`src/rtl/core/shamh_pkg.sv`:
```
// ----------------------------------------------------------------------------
// shamh_pkg
// Shared types, sizes and constant tables for the SHA-256 message hasher:
// controller state, control bundles between the units, round constants and
// initial hash values.
// ----------------------------------------------------------------------------
package shamh_pkg;

    localparam int BLK_WORDS  = 16;
    localparam int HASH_WORDS = 8;
    localparam int ROUNDS     = 64;

    typedef enum logic [2:0] {
        ST_IDLE,
        ST_PAD,
        ST_LOAD,
        ST_ROUND,
        ST_UPDATE,
        ST_OUT_RD,
        ST_OUT
    } t_state;

    // controls for the round unit and its block memory
    typedef struct packed {
        logic        blk_we;
        logic [3:0]  blk_waddr;
        logic [31:0] blk_wdata;
        logic [3:0]  blk_raddr;
        logic        load_shift;
        logic        w_load;
        logic        round_en;
        logic [5:0]  round_idx;
        logic        upd_rot;
    } t_rnd_ctl;

    // controls for the hash word memory
    typedef struct packed {
        logic       rd_en;
        logic [2:0] rd_addr;
        logic       wr_en;
        logic [2:0] wr_addr;
        logic       clear;
    } t_hash_ctl;

    function automatic logic [31:0] round_k(input logic [5:0] idx);
        logic [31:0] k;
        unique case (idx)
            6'd0:  k = 32'h428a2f98;
            6'd1:  k = 32'h71374491;
            6'd2:  k = 32'hb5c0fbcf;
            6'd3:  k = 32'he9b5dba5;
            6'd4:  k = 32'h3956c25b;
            6'd5:  k = 32'h59f111f1;
            6'd6:  k = 32'h923f82a4;
            6'd7:  k = 32'hab1c5ed5;
            6'd8:  k = 32'hd807aa98;
            6'd9:  k = 32'h12835b01;
            6'd10: k = 32'h243185be;
            6'd11: k = 32'h550c7dc3;
            6'd12: k = 32'h72be5d74;
            6'd13: k = 32'h80deb1fe;
            6'd14: k = 32'h9bdc06a7;
            6'd15: k = 32'hc19bf174;
            6'd16: k = 32'he49b69c1;
            6'd17: k = 32'hefbe4786;
            6'd18: k = 32'h0fc19dc6;
            6'd19: k = 32'h240ca1cc;
            6'd20: k = 32'h2de92c6f;
            6'd21: k = 32'h4a7484aa;
            6'd22: k = 32'h5cb0a9dc;
            6'd23: k = 32'h76f988da;
            6'd24: k = 32'h983e5152;
            6'd25: k = 32'ha831c66d;
            6'd26: k = 32'hb00327c8;
            6'd27: k = 32'hbf597fc7;
            6'd28: k = 32'hc6e00bf5;
            6'd29: k = 32'hd5a79147;
            6'd30: k = 32'h06ca6351;
            6'd31: k = 32'h14292967;
            6'd32: k = 32'h27b70a85;
            6'd33: k = 32'h2e1b2138;
            6'd34: k = 32'h4d2c6dfc;
            6'd35: k = 32'h53380d13;
            6'd36: k = 32'h650a7354;
            6'd37: k = 32'h766a0abb;
            6'd38: k = 32'h81c2c92e;
            6'd39: k = 32'h92722c85;
            6'd40: k = 32'ha2bfe8a1;
            6'd41: k = 32'ha81a664b;
            6'd42: k = 32'hc24b8b70;
            6'd43: k = 32'hc76c51a3;
            6'd44: k = 32'hd192e819;
            6'd45: k = 32'hd6990624;
            6'd46: k = 32'hf40e3585;
            6'd47: k = 32'h106aa070;
            6'd48: k = 32'h19a4c116;
            6'd49: k = 32'h1e376c08;
            6'd50: k = 32'h2748774c;
            6'd51: k = 32'h34b0bcb5;
            6'd52: k = 32'h391c0cb3;
            6'd53: k = 32'h4ed8aa4a;
            6'd54: k = 32'h5b9cca4f;
            6'd55: k = 32'h682e6ff3;
            6'd56: k = 32'h748f82ee;
            6'd57: k = 32'h78a5636f;
            6'd58: k = 32'h84c87814;
            6'd59: k = 32'h8cc70208;
            6'd60: k = 32'h90befffa;
            6'd61: k = 32'ha4506ceb;
            6'd62: k = 32'hbef9a3f7;
            6'd63: k = 32'hc67178f2;
        endcase
        return k;
    endfunction

    function automatic logic [31:0] init_h(input logic [2:0] idx);
        logic [31:0] h;
        unique case (idx)
            3'd0: h = 32'h6a09e667;
            3'd1: h = 32'hbb67ae85;
            3'd2: h = 32'h3c6ef372;
            3'd3: h = 32'ha54ff53a;
            3'd4: h = 32'h510e527f;
            3'd5: h = 32'h9b05688c;
            3'd6: h = 32'h1f83d9ab;
            3'd7: h = 32'h5be0cd19;
        endcase
        return h;
    endfunction

endpackage

```
`src/rtl/core/shamh_round.sv`:
```
// ----------------------------------------------------------------------------
// shamh_round
// Block memory (16 message words), message schedule window and the eight
// working variables, updated by a compression round computed combinationally.
// ----------------------------------------------------------------------------
module shamh_round import shamh_pkg::*; (
    input  logic        i_clk,
    input  t_rnd_ctl    i_ctl,
    input  logic [31:0] i_hash_word,
    output logic [31:0] o_var_a
);

    function automatic logic [31:0] ror(input logic [31:0] v, input int unsigned n);
        return (v >> n) | (v << (32 - n));
    endfunction

    logic [31:0] r_blk_mem [BLK_WORDS];
    logic [31:0] r_blk_rd;
    logic [31:0] r_win [BLK_WORDS];
    logic [31:0] r_w;
    logic [31:0] n_w;
    logic [31:0] r_var [HASH_WORDS];

    logic [31:0] s1, ch, t1, s0, mj, t2, sg0, sg1;

    always_ff @(posedge i_clk) begin
        if (i_ctl.blk_we) begin
            r_blk_mem[i_ctl.blk_waddr] <= i_ctl.blk_wdata;
        end
        r_blk_rd <= r_blk_mem[i_ctl.blk_raddr];
    end

    always_comb begin
        s1  = ror(r_var[4], 6) ^ ror(r_var[4], 11) ^ ror(r_var[4], 25);
        ch  = (r_var[4] & r_var[5]) ^ (~r_var[4] & r_var[6]);
        t1  = r_var[7] + s1 + ch + round_k(i_ctl.round_idx) + r_w;
        s0  = ror(r_var[0], 2) ^ ror(r_var[0], 13) ^ ror(r_var[0], 22);
        mj  = (r_var[0] & r_var[1]) ^ (r_var[0] & r_var[2]) ^ (r_var[1] & r_var[2]);
        t2  = s0 + mj;
        // window holds W[r-16] .. W[r-1]; build W[r+1] one round ahead
        sg0 = ror(r_win[2], 7) ^ ror(r_win[2], 18) ^ (r_win[2] >> 3);
        sg1 = ror(r_win[BLK_WORDS-1], 17) ^ ror(r_win[BLK_WORDS-1], 19)
            ^ (r_win[BLK_WORDS-1] >> 10);
        if (i_ctl.round_idx < 6'(BLK_WORDS - 1)) begin
            n_w = r_blk_rd;
        end else begin
            n_w = sg1 + r_win[10] + sg0 + r_win[1];
        end
    end

    always_ff @(posedge i_clk) begin
        if (i_ctl.load_shift) begin
            for (int i = 0; i < HASH_WORDS - 1; i++) begin
                r_var[i] <= r_var[i+1];
            end
            r_var[HASH_WORDS-1] <= i_hash_word;
        end else if (i_ctl.upd_rot) begin
            for (int i = 0; i < HASH_WORDS - 1; i++) begin
                r_var[i] <= r_var[i+1];
            end
            r_var[HASH_WORDS-1] <= r_var[0];
        end else if (i_ctl.round_en) begin
            r_var[7] <= r_var[6];
            r_var[6] <= r_var[5];
            r_var[5] <= r_var[4];
            r_var[4] <= r_var[3] + t1;
            r_var[3] <= r_var[2];
            r_var[2] <= r_var[1];
            r_var[1] <= r_var[0];
            r_var[0] <= t1 + t2;
        end

        if (i_ctl.w_load) begin
            r_w <= r_blk_rd;
        end else if (i_ctl.round_en) begin
            r_w <= n_w;
        end

        if (i_ctl.round_en) begin
            for (int i = 0; i < BLK_WORDS - 1; i++) begin
                r_win[i] <= r_win[i+1];
            end
            r_win[BLK_WORDS-1] <= r_w;
        end
    end

    assign o_var_a = r_var[0];

endmodule

```
`src/rtl/core/shamh_hash_mem.sv`:
```
// ----------------------------------------------------------------------------
// shamh_hash_mem
// Eight-word hash memory with registered read. Per-word valid bits
// make an unwritten word read as its initial hash value; the write port adds
// the working variable to the word just read.
// ----------------------------------------------------------------------------
module shamh_hash_mem import shamh_pkg::*; (
    input  logic        i_clk,
    input  logic        i_rst_n,
    input  t_hash_ctl   i_ctl,
    input  logic [31:0] i_add_word,
    output logic [31:0] o_rd_word
);

    logic [31:0]           r_mem [HASH_WORDS];
    logic [HASH_WORDS-1:0] r_vld;
    logic [31:0]           r_rd_data;
    logic                  r_rd_vld;
    logic [2:0]            r_rd_addr;

    always_ff @(posedge i_clk) begin
        if (i_ctl.wr_en) begin
            r_mem[i_ctl.wr_addr] <= o_rd_word + i_add_word;
        end
        // hold the read word while nothing new is requested
        if (i_ctl.rd_en) begin
            r_rd_data <= r_mem[i_ctl.rd_addr];
            r_rd_vld  <= r_vld[i_ctl.rd_addr];
            r_rd_addr <= i_ctl.rd_addr;
        end
    end

    always_ff @(posedge i_clk) begin
        if (!i_rst_n) begin
            r_vld <= '0;
        end else if (i_ctl.clear) begin
            r_vld <= '0;
        end else if (i_ctl.wr_en) begin
            r_vld[i_ctl.wr_addr] <= 1'b1;
        end
    end

    assign o_rd_word = r_rd_vld ? r_rd_data : init_h(r_rd_addr);

endmodule

```
`src/rtl/core/shamh_ctrl.sv`:
```
// ----------------------------------------------------------------------------
// shamh_ctrl
// Sequencer: gathers bytes into block words, sweeps the padding words,
// steps hash load, 64 rounds and hash update, and hands out the digest.
// ----------------------------------------------------------------------------
module shamh_ctrl import shamh_pkg::*; (
    input  logic        i_clk,
    input  logic        i_rst_n,
    input  logic        i_valid,
    input  logic [7:0]  i_data_byte,
    input  logic        i_has_byte,
    input  logic        i_end_of_message,
    output logic        o_stall,
    output logic        o_valid,
    input  logic        i_stall,
    output logic [2:0]  o_word_index,
    output logic        o_last_word,
    output t_rnd_ctl    o_rnd_ctl,
    output t_hash_ctl   o_hash_ctl
);

    t_state      r_state, n_state;
    logic [60:0] r_cnt, n_cnt;
    logic [31:0] r_acc, n_acc;
    logic [5:0]  r_seq, n_seq;
    logic [3:0]  r_wi, n_wi;
    logic [2:0]  r_idx, n_idx;
    logic        r_pend_end, n_pend_end;
    logic        r_second, n_second;
    logic        r_last, n_last;

    logic [5:0]  pos;
    logic [1:0]  lane;
    logic        extra;
    logic        len_ok;
    logic [31:0] partial;
    logic [31:0] pad_val;

    always_ff @(posedge i_clk) begin
        if (!i_rst_n) begin
            r_state    <= ST_IDLE;
            r_cnt      <= '0;
            r_seq      <= '0;
            r_wi       <= '0;
            r_idx      <= '0;
            r_pend_end <= 1'b0;
            r_second   <= 1'b0;
            r_last     <= 1'b0;
        end else begin
            r_state    <= n_state;
            r_cnt      <= n_cnt;
            r_seq      <= n_seq;
            r_wi       <= n_wi;
            r_idx      <= n_idx;
            r_pend_end <= n_pend_end;
            r_second   <= n_second;
            r_last     <= n_last;
        end
    end

    always_ff @(posedge i_clk) begin
        r_acc <= n_acc;
    end

    // padding word at the current sweep position
    always_comb begin
        pos    = r_cnt[5:0];
        lane   = r_cnt[1:0];
        extra  = (pos[5:3] == 3'b111);
        len_ok = r_second || !extra;
        case (lane)
            2'd0:    partial = 32'h8000_0000;
            2'd1:    partial = {r_acc[31:24], 24'h80_0000};
            2'd2:    partial = {r_acc[31:16], 16'h8000};
            default: partial = {r_acc[31:8], 8'h80};
        endcase
        if (!r_second && (r_wi == pos[5:2])) begin
            pad_val = partial;
        end else if (len_ok && (r_wi == 4'd14)) begin
            pad_val = r_cnt[60:29];
        end else if (len_ok && (r_wi == 4'd15)) begin
            pad_val = {r_cnt[28:0], 3'b000};
        end else begin
            pad_val = '0;
        end
    end

    always_comb begin
        n_state    = r_state;
        n_cnt      = r_cnt;
        n_acc      = r_acc;
        n_seq      = r_seq;
        n_wi       = r_wi;
        n_idx      = r_idx;
        n_pend_end = r_pend_end;
        n_second   = r_second;
        n_last     = r_last;

        o_rnd_ctl           = '0;
        o_rnd_ctl.round_idx = r_seq;
        o_hash_ctl          = '0;
        o_valid             = 1'b0;

        unique case (r_state)
            ST_IDLE: begin
                if (i_valid) begin
                    if (i_has_byte) begin
                        unique case (lane)
                            2'd0: n_acc[31:24] = i_data_byte;
                            2'd1: n_acc[23:16] = i_data_byte;
                            2'd2: n_acc[15:8]  = i_data_byte;
                            2'd3: n_acc[7:0]   = i_data_byte;
                        endcase
                        o_rnd_ctl.blk_we    = (lane == 2'd3);
                        o_rnd_ctl.blk_waddr = pos[5:2];
                        o_rnd_ctl.blk_wdata = {r_acc[31:8], i_data_byte};
                        n_cnt = r_cnt + 61'd1;
                    end
                    if (i_has_byte && (pos == 6'd63)) begin
                        n_state    = ST_LOAD;
                        n_seq      = '0;
                        n_pend_end = i_end_of_message;
                    end else if (i_end_of_message) begin
                        n_state = ST_PAD;
                        n_wi    = n_cnt[5:2];
                    end
                end
            end
            ST_PAD: begin
                o_rnd_ctl.blk_we    = 1'b1;
                o_rnd_ctl.blk_waddr = r_wi;
                o_rnd_ctl.blk_wdata = pad_val;
                if (r_wi == 4'(BLK_WORDS - 1)) begin
                    if (!r_second && extra) begin
                        // no room for the length: pad a second block after this one
                        n_second   = 1'b1;
                        n_pend_end = 1'b1;
                    end else begin
                        n_last     = 1'b1;
                        n_pend_end = 1'b0;
                    end
                    n_state = ST_LOAD;
                    n_seq   = '0;
                end else begin
                    n_wi = r_wi + 4'd1;
                end
            end
            ST_LOAD: begin
                // read hash words 0..7, shift each into the working variables
                o_hash_ctl.rd_en     = !r_seq[3];
                o_hash_ctl.rd_addr   = r_seq[2:0];
                o_rnd_ctl.load_shift = (r_seq != 6'd0);
                o_rnd_ctl.blk_raddr  = r_seq[3] ? 4'd1 : 4'd0;
                o_rnd_ctl.w_load     = r_seq[3];
                if (r_seq[3]) begin
                    n_state = ST_ROUND;
                    n_seq   = '0;
                end else begin
                    n_seq = r_seq + 6'd1;
                end
            end
            ST_ROUND: begin
                o_rnd_ctl.round_en  = 1'b1;
                o_rnd_ctl.blk_raddr = r_seq[3:0] + 4'd2;
                if (r_seq == 6'(ROUNDS - 1)) begin
                    n_state = ST_UPDATE;
                    n_seq   = '0;
                end else begin
                    n_seq = r_seq + 6'd1;
                end
            end
            ST_UPDATE: begin
                // read word j, write word j-1 back with its working variable added
                o_hash_ctl.rd_en    = !r_seq[3];
                o_hash_ctl.rd_addr  = r_seq[2:0];
                o_hash_ctl.wr_en    = (r_seq != 6'd0);
                o_hash_ctl.wr_addr  = r_seq[2:0] - 3'd1;
                o_rnd_ctl.upd_rot   = (r_seq != 6'd0);
                if (r_seq[3]) begin
                    n_seq = '0;
                    if (r_last) begin
                        n_state = ST_OUT_RD;
                        n_idx   = '0;
                    end else if (r_pend_end) begin
                        n_state = ST_PAD;
                        n_wi    = '0;
                    end else begin
                        n_state = ST_IDLE;
                    end
                end else begin
                    n_seq = r_seq + 6'd1;
                end
            end
            ST_OUT_RD: begin
                o_hash_ctl.rd_en   = 1'b1;
                o_hash_ctl.rd_addr = r_idx;
                n_state            = ST_OUT;
            end
            ST_OUT: begin
                o_valid = 1'b1;
                if (!i_stall) begin
                    if (r_idx == 3'd7) begin
                        // digest done: back to the start state
                        o_hash_ctl.clear = 1'b1;
                        n_cnt      = '0;
                        n_last     = 1'b0;
                        n_second   = 1'b0;
                        n_pend_end = 1'b0;
                        n_state    = ST_IDLE;
                    end else begin
                        n_idx   = r_idx + 3'd1;
                        n_state = ST_OUT_RD;
                    end
                end
            end
            default: begin
                n_state = ST_IDLE;
            end
        endcase
    end

    assign o_stall      = (r_state != ST_IDLE);
    assign o_word_index = r_idx;
    assign o_last_word  = (r_idx == 3'd7);

endmodule

```
`src/rtl/core/sha256_message_hasher.sv`:
```
// ----------------------------------------------------------------------------
// sha256_message_hasher
// SHA-256 over a byte stream. Input transactions carry an optional byte and
// an end-of-message flag; the output channel returns the eight digest words,
// word 0 first, last_word set on word 7.
// Byte transactions are taken while o_stall is low. The 64th byte of a block
// starts a compression (eight hash memory reads, 64 rounds, eight
// read-add-write updates of the hash memory), during which o_stall is high.
// An end transaction writes the rest of the block with padding words, then
// compresses; with 56 or more bytes in the block a second padded block
// follows and is compressed. After the last compression each digest word is
// read in ST_OUT_RD and shown in ST_OUT; the next follows once i_stall is low.
// i_stall holds the current word; no input is taken until all eight are out.
// Reset restores the initial hash values and clears the byte count.
// ----------------------------------------------------------------------------
module sha256_message_hasher import shamh_pkg::*; (
    input  logic        i_clk,
    input  logic        i_rst_n,
    input  logic        i_valid,
    input  logic [7:0]  i_data_byte,
    input  logic        i_has_byte,
    input  logic        i_end_of_message,
    output logic        o_stall,
    output logic        o_valid,
    input  logic        i_stall,
    output logic [31:0] o_digest_word,
    output logic [2:0]  o_word_index,
    output logic        o_last_word
);

    t_rnd_ctl    rnd_ctl;
    t_hash_ctl   hash_ctl;
    logic [31:0] hash_word;
    logic [31:0] var_a;

    shamh_ctrl u_ctrl (
        .i_clk            (i_clk),
        .i_rst_n          (i_rst_n),
        .i_valid          (i_valid),
        .i_data_byte      (i_data_byte),
        .i_has_byte       (i_has_byte),
        .i_end_of_message (i_end_of_message),
        .o_stall          (o_stall),
        .o_valid          (o_valid),
        .i_stall          (i_stall),
        .o_word_index     (o_word_index),
        .o_last_word      (o_last_word),
        .o_rnd_ctl        (rnd_ctl),
        .o_hash_ctl       (hash_ctl)
    );

    shamh_round u_round (
        .i_clk       (i_clk),
        .i_ctl       (rnd_ctl),
        .i_hash_word (hash_word),
        .o_var_a     (var_a)
    );

    shamh_hash_mem u_hash_mem (
        .i_clk      (i_clk),
        .i_rst_n    (i_rst_n),
        .i_ctl      (hash_ctl),
        .i_add_word (var_a),
        .o_rd_word  (hash_word)
    );

    assign o_digest_word = hash_word;

endmodule

```
`config.mk`:
```
export PLATFORM = sky130hd
export DESIGN_NAME = sha256_message_hasher
export DESIGN_NICKNAME = d
export VERILOG_FILES = /design/src/rtl/core/shamh_pkg.sv /design/src/rtl/core/shamh_round.sv /design/src/rtl/core/shamh_hash_mem.sv /design/src/rtl/core/shamh_ctrl.sv /design/src/rtl/core/sha256_message_hasher.sv
export SDC_FILE = /design/constraint.sdc
export NUM_CORES = 2
export LEC_CHECK = 0
export ABC_AREA = 0
export BUFFER_PORTS_ARGS = -buffer_cell sky130_fd_sc_hd__buf_2
export CAP_MARGIN = 20
export CORE_AREA = 2 2 533 535
export DETAILED_ROUTE_END_ITERATION = 7
export DIE_AREA = 0 0 535 537
export MAX_ROUTING_LAYER = met4
export PLACE_DENSITY = 0.44
export SETUP_SLACK_MARGIN = 0.2
export SYNTH_ARGS = -nofsm -noshare
export SYNTH_HDL_FRONTEND = slang
export SYNTH_SLANG_ARGS = --single-unit
```
`constraint.sdc`:
```
create_clock -name i_clk -period 22 [get_ports i_clk]
set_clock_uncertainty 0.1 [all_clocks]
set_input_delay 2.2 -clock i_clk [delete_from_list [all_inputs] [get_ports i_clk]]
set_output_delay 2.2 -clock i_clk [all_outputs]
set_load 0.02 [all_outputs]
```
==> results.md <==
* Crit path DAT at 8.74 ns
* Crit path max fanout at 6
* Die height at 537 um
* Setup TNS at 0 ns
* Antenna-violating nets left at 0
* VDD IR max at 0.157 mV
* Worst-path clk slew at around 0.070 ns
* Max-Slew Margin vs Limit at 0.233
* Leak pwr at 0.0343 uW
* CTS Buf Count at 202
* Buffers on Ports at 51
* Worst Setup End Kind: flop
* Largest net degree at the start of global routing at 168
* Max-slew violations at 0
* Die ar. at 287,000 um^2
* First-pass GRT wire length at 376,000 um
* CP required at 22.48 ns
* Post-synth cell types at 91
* CTS tree: yes
* Wire per inst at 24.3 um
* Syn Area/Cell at 12.6 um^2
* Tcrit/Tclk final at 0.376
* CTS root buffer: clkbuf_16
* CTS Hold Bufs at 0
* Worst slew pin tran at ~1.2 ns
* DR iter-0 viols at 5,064
* I/O pins at between 50 and 60
* Post-Syn Instances at 6,697
* Post-synth ARST share at 0
* Post-route worst setup slack at 13.73 ns
* Row count at slightly below 200
* Router iterations before antenna repair at 6
* Number of global-route vias before repair at 52,500
* Insertion delay to the later sink of the worst-skew pair at 0.89 ns
* Final hold vios at 0
* Layout area overhead at 13.9%
* Via count of the routed design at between 50,000 and 60,000
* Critical path type: flop to flop
* RSZ-0062 raised after global routing: no
* Max cap viols at 0
* Reg area at 51,600 um^2
* Syn nets at 7,092
* Gpl congestion at 0.918
* Multi-input gate area at 29,900 um^2
* Sequential share of the synthesized area at 0.613
* Final #Nets at 7,136
* Post-CTS sizing at 0
* Critical path startpoint category: flop
* Synthesized area at between 80,000 and 90,000 um^2
* Grt ovf at 0
* Main flop type after synthesis: edfxtp_1
* Antenna violations before repair at 13
* Min-Delay Path Class: flop to flop
* Number of enable flip-flop cells after synthesis at 1,596
* FF+latch count, synth at ~1,800
* Layout cells sized above 1 at 0.105
* Routed wire length at 259,000 um
* Filler Cells Inserted at between 20,000 and 30,000
* Initial Util at 0.299
* Post-placement setup slack at 13.79 ns
* Die width at ~540 um
* Gr usage total at 0.183
* YS warnings at 0
* Minimum clock period at 8.27 ns
* Post-CTS setup buffer count at 0
* Setup violations, final at 0
* Status: complete, no violations
* Vias per cell at approximately 5.0
* Clock Path Buffers at 4
* Residual DRC at 0
* F_max at about 120 MHz
* DPL Wire Length at 171,000 um
* Power Density at roughly 130 nW/um^2
* H-tree Lvls at 4
* # clock sinks at approximately 1,800
* Core box area at 281,000 um^2
[final timing paths]
path	from	endpoint	slack, ns	cells after the start
worst min-delay path	u_round.r_win[0][222]	u_round.r_win[0][190]	0.24	0
worst max-delay path	u_round.r_var[0][128]	u_round.r_var[0][159]	13.73	26
worst max register to register	u_round.r_var[0][128]	u_round.r_var[0][159]	13.73	26
worst min register to register	u_round.r_win[0][222]	u_round.r_win[0][190]	0.24	0
[power breakdown]
group	switching, uW	internal [uW]	total, uW
combinational	2960	1710	4670
clock	1400	1990	3390
sequential	90.6	3920	4010
[layout by cell type (no fill, tap or decap), types with 79 or more instances in the layout]
cell	Yosys	final
xor2_1	160	160
ha_1	193	193
dfxtp_1	182	182
fa_1	188	188
xnor2_1	274	274
mux4_2	128	128
nand2_1	1143	1141
clkbuf_16	0	206
nand3_1	248	248
inv_1	437	433
o21ai_0	358	334
buf_4	2	131
a21o_1	79	79
edfxtp_1	1596	1596
nor2_1	271	247
a21oi_1	211	208
[layer usage]
layer / share of wire / global-route usage / vias to the layer above
met2: 0.46 / 0.282 / 1378
li1: - / - / 24100
met3: 0.045 / 0.0213 / 340
met4: 0.027 / 0.0475 / 0
met5: 0 / - / -
met1: 0.47 / 0.257 / 27000
[stage by stage]
stage          cell area [um^2]   util  hold WS (ns)  cells  power (uW)
5_1_grt                   95800  0.341         0.251  10600       12800
3_5_place_dp              89100  0.317         0.305  10300        8690
6_report                  95800  0.341         0.242  10700       12100
2_1_floorplan             84100      -         0.300   6697        7250
3_3_place_gp              89100  0.317         0.300  10300        8670
4_1_cts                   95700  0.340         0.232  10600       12100
[critical path, cell delays in order (launching register included)]
cell	delay, ns
edfxtp_1	0.59
mux2_2	0.40
fa_1	0.36
inv_1	0.08
fa_1	0.44
fa_1	0.43
inv_1	0.07
ha_1	0.15
inv_1	0.06
fa_1	0.45
nand2b_1	0.18
a21oi_1	0.29
o21ai_0	0.29
a21oi_1	0.38
nand2_1	0.08
o21ai_0	0.20
xor2_1	0.32
ha_1	0.26
nand3_1	0.15
or4_1	0.51
o311ai_0	0.91
a31oi_1	0.42
o21ai_0	0.34
o31ai_1	0.12
xor2_1	0.16
xnor2_1	0.15
o21ai_0	0.08
[cells by family (layout without fill, tap and decap cells)]
family                   count (synthesis)  after routing  share of synthesized area
AO/OA/AOI/OAI                         1103           1103                     0.0836
flip-flops                            1778           1778                      0.613
adder cells (fa/ha/maj)                402            402                     0.0759
other                                    0              2                          0
multiplexers                           206            206                     0.0442
AND/OR/NAND/NOR                       1980           1980                      0.102
XOR/XNOR                               435            435                     0.0455
buffers and inverters                  793           1001                     0.0359
[state kept, by name, summed over array words and instances, names as in the netlist, 32 cells and up, named ones only]
register and cells:
u_round.r_blk_mem 512, u_round.r_win 480, u_hash_mem.r_mem 256, u_round.r_var 256
u_ctrl.r_cnt 61, u_hash_mem.r_rd_data 32, u_round.r_blk_rd 32, u_round.r_w 32
[layout make-up]
type / count / share of cell area
flip-flops and latches: 1778 / 0.538
multi-input cells: 4126 / 0.312
clock buffers: 279 / 0.0590
well taps: 3743 / 0.0489
inverters: 442 / 0.0174
repair buffers: 191 / 0.0143
clock inverters: 89 / 0.0102
diodes: 2 / 0.0000522
[cell usage after synthesis (all sizes together) (29+ instances only)]
cell,instances,area share
edfxtp,1596,0.57
nand2,1144,0.051
inv,440,0.020
o21ai,360,0.021
clkbuf,293,0.013
xnor2,274,0.029
nor2,271,0.012
nand3,249,0.015
a21oi,211,0.013
ha,193,0.029
fa,188,0.045
dfxtp,182,0.043
xor2,160,0.017
mux4,128,0.034
a21o,79,0.0071
a211oi,71,0.0063
a31oi,66,0.0049
and3,60,0.0045
and2,58,0.0043
buf,58,0.0031
nor3,47,0.0029
a22oi,44,0.0039
mux2,42,0.0056
a221o,37,0.0044
mux2i,36,0.0043
nand2b,36,0.0027
o211ai,35,0.0031
or3,29,0.0022
No activity file was read; power rests on OpenSTA's default activity.
